===== config.mk =====
export PLATFORM = sky130hd
export DESIGN_NAME = ucle_ring
export DESIGN_NICKNAME = d
export VERILOG_FILES = /design/src/sv/ucle_pkg.sv /design/src/sv/ucle_ring.sv
export VERILOG_INCLUDE_DIRS = /design/src /design/src/sv
export SDC_FILE = /design/constraint.sdc
export NUM_CORES = 1
export LEC_CHECK = 0
export BUFFER_PORTS_ARGS = -buffer_cell sky130_fd_sc_hd__buf_2
export CORE_ASPECT_RATIO = 0.5
export CORE_UTILIZATION = 31
export DETAILED_ROUTE_END_ITERATION = 16
export GPL_TIMING_DRIVEN = 1
export PLACE_DENSITY_LB_ADDON = 0.2
export SETUP_SLACK_MARGIN = 0.3
export SLEW_MARGIN = 0
export SYNTH_ARGS = -nofsm -noshare
export SYNTH_HDL_FRONTEND = slang
export SYNTH_SLANG_ARGS = --single-unit

===== constraint.sdc =====
create_clock -name clk -period 3.95 [get_ports clk]
set_input_delay 0.1975 -clock clk [delete_from_list [all_inputs] [get_ports clk]]
set_output_delay 0.1975 -clock clk [all_outputs]
set_load 0.01 [all_outputs]

===== src/sv/uart_console_line_editor_defines.svh =====
// Assertion macros shared by the console line editor RTL.
`ifndef UART_CONSOLE_LINE_EDITOR_DEFINES_SVH
`define UART_CONSOLE_LINE_EDITOR_DEFINES_SVH

// Same-cycle implication, checked on clk and disabled while arst_n is low.
`define UCLE_ASSERT_IMP(lbl, ante, cons, msg) \
	lbl: assert property (@(posedge clk) disable iff (!arst_n) (ante) |-> (cons)) \
		else $error(msg);

// Next-cycle implication, checked on clk and disabled while arst_n is low.
`define UCLE_ASSERT_NXT(lbl, ante, cons, msg) \
	lbl: assert property (@(posedge clk) disable iff (!arst_n) (ante) |=> (cons)) \
		else $error(msg);

`endif


===== src/sv/ucle_pkg.sv =====
// Types and constants of the console line editor.
package ucle_pkg;

	localparam int BUFFER_DEPTH_DEF = 64;

	// Event codes carried in the mode field.
	localparam logic [1:0] MODE_RX = 2'd0;
	localparam logic [1:0] MODE_TX = 2'd1;
	localparam logic [1:0] MODE_RD = 2'd2;
	localparam logic [1:0] MODE_WR = 2'd3;

	// Character codes.
	localparam logic [7:0] CH_BS    = 8'h08;
	localparam logic [7:0] CH_DEL   = 8'h7F;
	localparam logic [7:0] CH_BRACK = 8'h5B;
	localparam logic [7:0] CH_ESC   = 8'h1B;
	localparam logic [7:0] CH_CR    = 8'h0D;
	localparam logic [7:0] CH_LF    = 8'h0A;
	localparam logic [7:0] CH_SPACE = 8'h20;

	typedef struct packed {
		logic [1:0] mode;
		logic [7:0] data_byte;
	} ucle_item_t;

	typedef struct packed {
		logic       line_valid;
		logic [7:0] line_byte;
		logic       host_valid;
		logic [7:0] host_byte;
		logic       accepted;
		logic [7:0] message_count;
		logic       send_irq_enable;
	} ucle_result_t;

	// Commands from the sequencer to one ring buffer.
	typedef struct packed {
		logic push;
		logic pop;
		logic drop;
	} ucle_ring_ctl_t;

	// Status of one ring buffer.
	typedef struct packed {
		logic empty;
		logic full;
	} ucle_ring_sts_t;

	typedef enum logic [4:0] {
		ST_IDLE = 5'b00001,
		ST_EXEC = 5'b00010,
		ST_ECHO = 5'b00100,
		ST_READ = 5'b01000,
		ST_FIN  = 5'b10000
	} ucle_state_t;

endpackage


===== src/sv/ucle_ring.sv =====
// Byte ring buffer on a synchronous memory with a registered read port.
`include "uart_console_line_editor_defines.svh"

module ucle_ring #(
	parameter int DEPTH = ucle_pkg::BUFFER_DEPTH_DEF
) (
	input  logic                      clk,
	input  logic                      arst_n,
	input  ucle_pkg::ucle_ring_ctl_t  ctl,
	input  logic [7:0]                wdata,
	output ucle_pkg::ucle_ring_sts_t  sts,
	output logic [7:0]                rdata
);
	import ucle_pkg::*;

	localparam int IW = $clog2(DEPTH);
	localparam int FW = $clog2(DEPTH + 1);

	logic [7:0]    mem [DEPTH];
	logic [7:0]    rd_data_q;
	logic [IW-1:0] head_q;
	logic [FW-1:0] fill_q;
	logic [FW:0]   wr_sum;
	logic [FW:0]   wr_wrap;
	logic [IW-1:0] wr_idx;

	// Write slot is head plus fill, folded once into the ring.
	always_comb begin
		wr_sum  = (FW + 1)'(head_q) + (FW + 1)'(fill_q);
		wr_wrap = (wr_sum >= (FW + 1)'(DEPTH)) ? wr_sum - (FW + 1)'(DEPTH) : wr_sum;
		wr_idx  = wr_wrap[IW-1:0];
	end

	assign sts.empty = (fill_q == '0);
	assign sts.full  = (fill_q == FW'(DEPTH));
	assign rdata     = rd_data_q;

	// Head and fill count.
	always_ff @(posedge clk or negedge arst_n) begin
		if (!arst_n) begin
			head_q <= '0;
			fill_q <= '0;
		end else begin
			if (ctl.push) begin
				fill_q <= fill_q + FW'(1);
			end else if (ctl.pop || ctl.drop) begin
				fill_q <= fill_q - FW'(1);
			end
			if (ctl.pop) begin
				head_q <= (head_q == IW'(DEPTH - 1)) ? '0 : head_q + IW'(1);
			end
		end
	end

	// Memory write port.
	always_ff @(posedge clk) begin
		if (ctl.push) begin
			mem[wr_idx] <= wdata;
		end
	end

	// Memory read port, registered.
	always_ff @(posedge clk) begin
		if (ctl.pop) begin
			rd_data_q <= mem[head_q];
		end
	end

	`UCLE_ASSERT_IMP(a_push_room, ctl.push, !sts.full, "push into a full ring")
	`UCLE_ASSERT_IMP(a_pop_data, ctl.pop || ctl.drop, !sts.empty, "take from an empty ring")
	`UCLE_ASSERT_IMP(a_one_op, ctl.push, !ctl.pop && !ctl.drop, "push together with a take")

endmodule


==> impl_metrics.yaml, run 1 <==
placed_design:
  pre_cts_slack_ns: 0.766
  place_hpwl_um: 33300
  place_congestion: 0.808
  io_buffers: 22
yosys:
  synth_top_cells_by_count: "edfxtp_1 (520), mux4_2 (130), nor3_1 (74)"
  synth-edff-count: 520
  synthAdderAreaFrac_pct: 0.841
  synthCells: 1020
  seq_area_frac_synth_pct: 75.4
  synth_top_area_share_pct: 73.9
  synth-compound-area-share_pct: 2.64
  muxShareOfSynthArea_pct: 14.8
  async_flop_share_pct: 2.44
  synth_ff_type: "edfxtp_1"
  synth_area_um2: 21100
  syn_area_per_cell_um2: 20.7
  synth.distinct_cells: 47
  synth_top_family_by_area: "multiplexers"
  synth_nets: 1046
  yosysTopAreaCell: "edfxtp_1"
  yosysMostFrequentCell: "edfxtp_1"
  ys_top_cells_by_area: "edfxtp_1 (74%), mux4_2 (14%), nor3_1 (1.8%), dfrtp_1 (1.5%), o22ai_1 (0.77%)"
  synthXorXnorAreaFrac_pct: 0.580
  synth_warnings: 0
  ys_ff_latch: 533
  yosys.area_share.simple_pct: 4.00
die:
  dieArea_um2: 69300
  coreArea_um2: 67100
  num_rows: 67
  die_y_um: 187
  die_width_um: 371
  initial_core_util_pct: 31.5
  ios: 23
worst_setup_path:
  crit_type: "reg2reg"
  worstPathMaxFanout: 10
  critical_path_required_ns: 4.24
  worst_setup_path_start_kind: "register"
  end_kind: "register"
  worstPathArrival_ns: 3.48
  timing.reg2reg.setup_slack_ns: 0.75
clock_network:
  cts_buffers: 51
  cts_buffer_depth: 3
  clock_latency_ns: 0.58
  ctsResizeCount: 0
  cts.htree.levels: 2
  root_buffer: "clkbuf_16"
  clk_pin_slew_worst_paths_ns: 0.06
  cts.sinks: 533
  cts_tree: "built"
timing:
  finClkSkew_ns: 0.0193
  setup_viol: 0
  tns_ns: 0
  tightest_slew_ns: 1.05
  fin_crit_ns: 3.20
  worst_hold_slack_ns: 0.0539
  finalHoldViolCount: 0
  relSlewSlack_pct: 30.0
  setup_ws_ns: 0.753
  fmax_ghz: 0.313
  final-max-slew-violation-count: 0
  period_share_pct: 80.9
  rsz0062_at_grt: "no"
flow_run:
  max_cap_viol_count: 0
layout:
  multiInputGateArea_um2: 4830
  antennaDiodeCount: 0
  drive_above_1_share_pct: 28.7
  regArea_um2: 15900
  area_growth_pct: 15.8
  n_fill_cell: 6116
  layout.nets: 1170
power:
  p_per_area_nw_per_um2: 711
  switching_share_pct: 33.7
  p_seq_share_pct: 41.0
  ir_worst_vdd_mv: 0.641
  power_frac_comb_pct: 32.2
  switching_power_mw: 5.86
  power_leakage_nw: 7.68
  clockPowerShare_pct: 26.9
  internal-power_mw: 11.5
drt:
  drtIter0Drc: 1109
  viasPerCell: 5.10
  drt_wl_total_um: 52800
  avgRoutedWirePerCell_um: 25.4
  drt_pass1_iterations: 5
  antenna_left: 0
  vias: 10600
  drc: 0
global_routing:
  grt_start_max_net_pins: 138
  grtUsageTotal_pct: 15.4
  grt_pass1_wl_um: 77100
  antenna_found_initial: 1
  first_global_vias: 10900
  grt_overflow: 0
min_path:
  hp-class: "in2async"
status:
  outcome: "completed"
-- cell usage in the layout (no fill, tap or decap), types with 4 or more instances in the layout --
cell       synthesis  routed
a211oi_1           6       6
a21o_1             4       4
a21oi_1            9       9
a22oi_1            4       4
a31o_1             4       4
buf_2             20      21
buf_4              5     105
bufinv_16          0       4
clkbuf_1          22      17
clkbuf_16          0      51
clkinv_1           0      11
clkinv_2           0       6
dfrtp_1           13      11
edfxtp_1         520     520
ha_1              11      11
inv_1              5       5
mux2_2            11      11
mux2i_1            4       4
mux4_2           130     130
nand2_1           23      23
nand2b_1           5       5
nand3_1           14      14
nand4_1            7       7
nor2_1            11      11
nor2b_1            4       4
nor3_1            74      74
nor4_1             9       9
o21ai_0            5       5
o21ai_1            6       6
o221ai_1           4       4
o22a_1             8       8
o22ai_1           26      26
xnor2_1           11      11
-- worst max-delay path: stages, from the launching register on --
cell     delay [ns]
dfrtp_4        0.51
ha_1           0.24
fa_1           0.43
a21o_1         0.20
a21oi_1        0.27
xnor2_1        0.18
nand2_1        0.32
buf_4          0.30
nor3_1         0.23
buf_4          0.22
-- flip-flops by register name, indices dropped and copies added, names as in the netlist --
register and cells:
head_q 6, fill_q 7, rdata 8, mem 512
-- final timing paths --
| check | from | to | cells after the start |
|---|---|---|---|
| max | head_q[0] | mem[22][0] | 9 |
| max reg2reg | head_q[0] | mem[22][0] | 9 |
| min reg2reg | fill_q[6] | fill_q[6] | 2 |
| min in group clk | ctl[1] | head_q[0] | 3 |
| min | arst_n | fill_q[6] | 2 |
| max in group asynchronous | arst_n | head_q[1] | 2 |
-- area by class of cell --
| cell class | count | share of cell area, % |
|---|---|---|
| flip-flops and latches | 533 | 65.2 |
| multi-input cells | 421 | 19.7 |
| clock buffers | 68 | 5.48 |
| well taps | 897 | 4.59 |
| repair buffers | 131 | 3.98 |
| clock inverters | 24 | 0.931 |
| inverters | 6 | 0.0921 |
-- timing repair --
action,in CTS,in global routing
hold endpoints to repair,17,0
buffers inserted,0,0
hold buffers,2,0
-- metrics by stage --
step           instance area [um2]  power, mW  std cells  util (%)
6_report                     24500       17.4       2080      36.4
2_1_floorplan                21100       10.5       1020         -
3_5_place_dp                 22900       12.8       1986      34.1
4_1_cts                      24500       17.5       2080      36.4
3_3_place_gp                 22900       12.8       1986      34.1
5_1_grt                      24500       18.1       2080      36.4
-- power by group through the flow --
stage	clock network [mW]	logic, mW	registers (mW)
6_report	4.67	5.60	7.13
5_1_grt	4.99	5.97	7.18
3_5_place_dp	0	5.59	7.25
3_3_place_gp	0	5.55	7.23
4_1_cts	4.78	5.61	7.13
2_1_floorplan	0	3.32	7.18
-- routing by layer --
metal  track usage (%)  vias up  part of all wire (%)
met5                 0        -                     0
met4              3.78        0                   1.9
met3              3.41       67                   6.5
met2              23.6      299                    46
met1              22.1     5687                    45
li1                  -     4552                     -
-- logic make-up (layout without fill, tap and decap cells) --
| logic type | count (synthesis) | count (layout) |
|---|---|---|
| flip-flops | 533 | 533 |
| AND/OR/NAND/NOR | 163 | 163 |
| multiplexers | 148 | 148 |
| AO/OA/AOI/OAI | 83 | 83 |
| buffers and inverters | 66 | 229 |
| XOR/XNOR | 14 | 14 |
| adder cells (fa/ha/maj) | 13 | 13 |
Note: power is estimated with default switching activity, not from simulation.
==> run 2: changes to the inputs <==
- clock period: 3.95 -> 2.6 ns (I/O delays scaled with it)
==> run 2 against run 1 <==
Effect of this change:
- register-to-register slack lost 0.77 ns
- critical path type unchanged
- clock skew is essentially flat
- cell count grew 3.2%
- worst setup slack lost 0.77 ns
- non-clock buffer count grew 68
- maximum frequency grew 22%
- first-iteration DRC count grew 0.45%
- sequential cell count is the same
- routed wire length grew 6.3%
- largest cell class unchanged
- die area is the same
- core utilization grew 3.9 points
- critical path depth grew 1
- the run now ends with setup timing left
==> impl_metrics.yaml, run 2 (synthesized netlist as in run 1, its figures left out) <==
status:
  outcome: "finished, violations left"
  violations: "setup timing"
global_routing:
  top_usage_layer: "met2"
  grt_start_max_net_pins: 65
  met3_usage_pct: 2.72
  grt_overflow: 0
  grt_pass1_wl_um: 81500
  use_met1_pct: 23.7
  grtUsageTotal_pct: 16.4
  use_met2_pct: 25.9
  first_global_vias: 11300
  antenna_found_initial: 2
die:
  coreArea_um2: 67100
  die_width_um: 371
  die_y_um: 187
  initial_core_util_pct: 31.5
  num_rows: 67
  ios: 23
  dieArea_um2: 69300
worst_setup_path:
  worstPathArrival_ns: 2.92
  reg2reg_to: "mem[40][5]"
  reg2reg_from: "head_q[0]"
  cpPeakStageDelay_ns: 0.50
  timing.reg2reg.setup_slack_ns: -0.02
  crit_top_cell: "buf_12"
  critPathBufInv: 3
  ff2ff_path_depth: 10
  worstPathMaxFanout: 8
  end_kind: "register"
  critical_path_required_ns: 2.90
  crit_type: "reg2reg"
  cpLargestDelayFamily: "buffers and inverters"
  slowest_stage: "dfrtp_4"
  worst_setup_path_start_kind: "register"
  crit_chain: "ha_4 -> fa_2 -> a21o_1 -> a21oi_2 -> xor2_1 -> buf_4 -> nand2_4 -> buf_12 -> nor3_4 -> buf_12"
drt:
  drt_pass1_iterations: 7
  antenna_left: 0
  vias: 10900
  drt_wl_total_um: 56100
  avgRoutedWirePerCell_um: 26.1
  viasPerCell: 5.09
  drtIter0Drc: 1114
  drc: 0
timing:
  setup_viol: 23
  rsz0062_at_grt: "yes"
  setup_ws_ns: -0.0206
  relSlewSlack_pct: 44.0
  finClkSkew_ns: 0.0192
  final-max-slew-violation-count: 0
  finalHoldViolCount: 0
  fmax_ghz: 0.382
  tns_ns: -0.191
  tightest_slew_ns: 0.839
  period_share_pct: 101
  fin_crit_ns: 2.62
clock_network:
  clk_pin_slew_worst_paths_ns: 0.07
  root_buffer: "clkbuf_16"
  cts.htree.levels: 2
  cts_tree: "built"
  cts_buffers: 50
  cts.sinks: 533
  clock_latency_ns: 0.58
  cts_buffer_depth: 3
power:
  ir_worst_vdd_mv: 1.53
  p_total_mw: 32.6
  clockPowerShare_pct: 23.6
  switching_power_mw: 12.1
  power_leakage_nw: 8.87
  internal-power_mw: 20.4
  power_frac_comb_pct: 43.1
  p_seq_share_pct: 33.3
  p_per_area_nw_per_um2: 1200
  switching_share_pct: 37.2
layout:
  layout.cells.non_filler: 2147
  area_growth_pct: 28.1
  top_register: "mem"
  final_common_cell: "edfxtp_1"
  antennaDiodeCount: 0
  largest_register_ffs: 512
  multiInputGateArea_um2: 5700
  drive_above_1_share_pct: 40.4
  n_fill_cell: 5882
  regArea_um2: 15900
  layout.nets: 1237
  finalInstanceArea_um2: 27100
  final_cell_mix: "edfxtp_1 (520), mux4_2 (130), buf_4 (71)"
min_path:
  min_from: "wdata[6]"
  hold_path_end: "mem[63][6]"
  hold_depth: 2
  hp-class: "in2reg"
placed_design:
  pre_cts_slack_ns: -0.127
  place_hpwl_um: 35400
  place_congestion: 0.828
  io_buffers: 22
  place_area_um2: 24800
  dp_cells: 2043
flow_run:
  max_cap_viol_count: 0
[run 2: changes by cell type in the layout (fill, tap and decap cells not counted), moves of 6 or more]
| cell | before | now |
|---|---|---|
| nor3_4 | 0 | 62 |
| clkbuf_1 | 17 | 6 |
| buf_4 | 105 | 71 |
| bufinv_16 | 4 | 10 |
| nor3_1 | 74 | 8 |
| buf_12 | 3 | 66 |
| buf_6 | 0 | 31 |
[run 2: cell type report]
cell class	count	share of cell area [%]
clock buffers	56	4.71
multi-input cells	421	21.0
well taps	897	4.15
repair buffers	199	9.47
flip-flops and latches	533	58.9
clock inverters	35	1.62
inverters	6	0.0832
[run 2: stage by stage]
stage	hold slack [ns]	util (%)
2_1_floorplan	-0.166	-
3_5_place_dp	0.0506	36.9
4_1_cts	0.0414	40.0
5_1_grt	0.0485	40.3
6_report	0.0511	40.3
3_3_place_gp	0.0427	36.9
[run 2: worst max-delay path by stage]
stage,startpoint,end,cells past startpoint
global route,head_q[0],mem[4][0],10
CTS,head_q[0],mem[30][4],10
global placement,head_q[0],mem[7][2],9
finish,head_q[0],mem[40][5],10
detailed placement,head_q[0],mem[7][7],9
floorplan,fill_q[0],mem[15][0],8
[run 2: what timing repair did]
item,in CTS,in global routing
pin swaps,20,13
gates resized for setup,44,26
buffers inserted,3,1
gates cloned,4,2
endpoints found under the hold margin,18,0
endpoints found under the setup margin,520,520
hold buffers,3,0
[run 2: power groups by stage]
stage | logic (mW) | clock network [mW] | registers, mW
floorplan | 7.59 | 0 | 10.9
global placement | 12.4 | 0 | 11.0
detailed placement | 12.5 | 0 | 11.0
CTS | 13.4 | 7.85 | 10.9
global route | 14.8 | 8.18 | 10.9
finish | 14.0 | 7.69 | 10.8
[run 2: layer usage]
metal	share of wire (%)	routed length, um	up-vias
met1	45	25500	5893
met3	5.1	2880	63
li1	-	-	4700
met4	1.7	929	0
met2	48	26800	276
met5	0	0	-
[run 2: worst reg2reg max path, delay by kind of cell (launching register included)]
family	cells	cell delay (ns)
buffers and inverters	3	0.53
adders and majority gates	2	0.51
DFF	1	0.50
and+or+nand+nor	2	0.30
AOI/OAI and AO/OA	2	0.33
xor gates and xnor gates	1	0.18
==> run 3: changes to the inputs <==
- PLACE_DENSITY: unset -> 0.59
- PLACE_DENSITY_LB_ADDON: 0.2 -> unset
- TNS_END_PERCENT: unset -> 5
==> run 3 against run 2 <==
Effect of this change:
- the run still ends with setup timing left
- first-iteration DRC count down 0.18%
- critical path depth unchanged
- hold slack worse by 0.018 ns
- total power down 3.6%
- die area unchanged
- routed wire length down 5.6%
- register-to-register slack worse by 0.04 ns
- maximum frequency down 1.5%
- critical path type unchanged
- largest cell class unchanged
==> impl_metrics.yaml, run 3 (synthesized netlist as in run 1, its figures left out) <==
min_path:
  hold_depth: 1
  hp-class: "in2reg"
drt:
  vias: 11000
  drt_wl_total_um: 52900
  drc: 0
  drt_pass1_iterations: 7
  viasPerCell: 5.18
  drtIter0Drc: 1112
  antenna_left: 0
  avgRoutedWirePerCell_um: 24.9
placed_design:
  io_buffers: 22
  place_hpwl_um: 33300
  place_area_um2: 24400
  place_congestion: 0.819
worst_setup_path:
  end_kind: "register"
  ff2ff_path_depth: 10
  worst_setup_path_start_kind: "register"
  critical_path_required_ns: 2.89
  crit_type: "reg2reg"
  worstPathMaxFanout: 8
  worstPathArrival_ns: 2.95
layout:
  top_register: "mem"
  postLayoutCoreUtil_pct: 39.7
  finalInstanceArea_um2: 26600
  final_cell_mix: "edfxtp_1 (520), mux4_2 (130), buf_4 (63)"
  drive_above_1_share_pct: 39.1
  antennaDiodeCount: 0
  largest_register_ffs: 512
  final_common_cell: "edfxtp_1"
  layout.nets: 1218
  area_growth_pct: 26.1
flow_run:
  max_cap_viol_count: 0
timing:
  relSlewSlack_pct: 45.8
  tightest_slew_ns: 0.813
  final-max-slew-violation-count: 0
  period_share_pct: 102
  setup_viol: 254
  fmax_ghz: 0.376
  rsz0062_at_grt: "yes"
  fin_crit_ns: 2.66
  finClkSkew_ns: 0.0303
  finalHoldViolCount: 0
  tns_ns: -6.15
  setup_ws_ns: -0.0616
global_routing:
  grt_overflow: 0
  grt_start_max_net_pins: 65
  antenna_found_initial: 0
  first_global_vias: 11400
  grtUsageTotal_pct: 15.4
  grt_pass1_wl_um: 78100
power:
  power_leakage_nw: 8.65
  p_seq_share_pct: 34.6
  switching_share_pct: 37.1
  power_frac_comb_pct: 41.8
  clockPowerShare_pct: 23.6
  switching_power_mw: 11.6
  p_total_mw: 31.4
  p_per_area_nw_per_um2: 1180
  internal-power_mw: 19.7
  ir_worst_vdd_mv: 1.35
die:
  die_width_um: 371
  initial_core_util_pct: 31.5
  die_y_um: 187
  dieArea_um2: 69300
  coreArea_um2: 67100
  num_rows: 67
  ios: 23
clock_network:
  root_buffer: "clkbuf_16"
  cts.sinks: 533
  clk_pin_slew_worst_paths_ns: 0.07
  cts_buffers: 52
  cts_tree: "built"
  cts_buffer_depth: 3
  cts.htree.levels: 2
  clock_latency_ns: 0.60
status:
  violations: "setup timing"
  outcome: "finished, violations left"
[run 3: power groups by stage]
stage	Clock (mW)	Sequential (mW)	Combinational [mW]
floorplan	0	10.9	7.06
global placement	0	11.0	11.7
detailed placement	0	11.0	11.8
CTS	7.54	10.9	13.0
global route	7.88	10.9	13.7
finish	7.41	10.9	13.1
[run 3: final timing paths]
check	from	slack (ns)	end
worst max-delay path	head_q[0]	-0.06	mem[2][4]
worst min-delay path	ctl[1]	0.03	rdata[2]
worst max register to register	head_q[0]	-0.06	mem[2][4]
worst min register to register	fill_q[6]	0.57	fill_q[6]
max in group asynchronous	arst_n	1.47	head_q[1]
min in group asynchronous	arst_n	0.64	head_q[2]
[run 3: metrics by stage]
| step | setup WS, ns | hold WS, ns | std cells |
|---|---|---|---|
| detailed placement | -0.119 | 0.0418 | 2017 |
| global placement | -0.110 | 0.0331 | 2017 |
| CTS | -0.0369 | 0.0131 | 2125 |
| global route | -0.177 | 0.0173 | 2126 |
| finish | -0.0616 | 0.0331 | 2126 |
| floorplan | -0.127 | -0.166 | 1020 |
[run 3: cell type report]
type	count	area [um2]
Clock buffer	57	1340
Clock inverter	34	325
Fill cell	5815	40500
Inverter	6	22.5
Multi-Input combinational cell	421	5640
Sequential cell	533	15900
Tap cell	897	1120
Timing Repair Buffer	178	2250
[run 3: metal layers]
layer  track usage, %  share of wire [%]  wire length [um]  vias to the layer above
met5                0                  0                 0                        -
met4             4.43                2.6              1350                        0
met3             2.26                6.2              3260                       79
met2             25.5                 49             26100                      420
met1             21.2                 42             22200                     5839
li1                 -                  -                 -                     4670
[run 3: what timing repair did]
action / in CTS / in global routing
pin swaps: 13 / 11
gates cloned: 6 / 0
hold endpoints to repair: 28 / 0
endpoints found under the setup margin: 520 / 520
gates resized for setup: 49 / 17
buffers inserted: 7 / 1
hold buffers: 4 / 0
[run 3: worst max-delay path, stage by stage, from the launching register on]
cell	delay (ns)
dfrtp_4	0.50
ha_4	0.17
fa_2	0.33
a21o_1	0.17
a21oi_2	0.16
xor2_1	0.20
buf_4	0.21
nand2_8	0.09
buf_12	0.18
nor3_2	0.17
buf_6	0.16
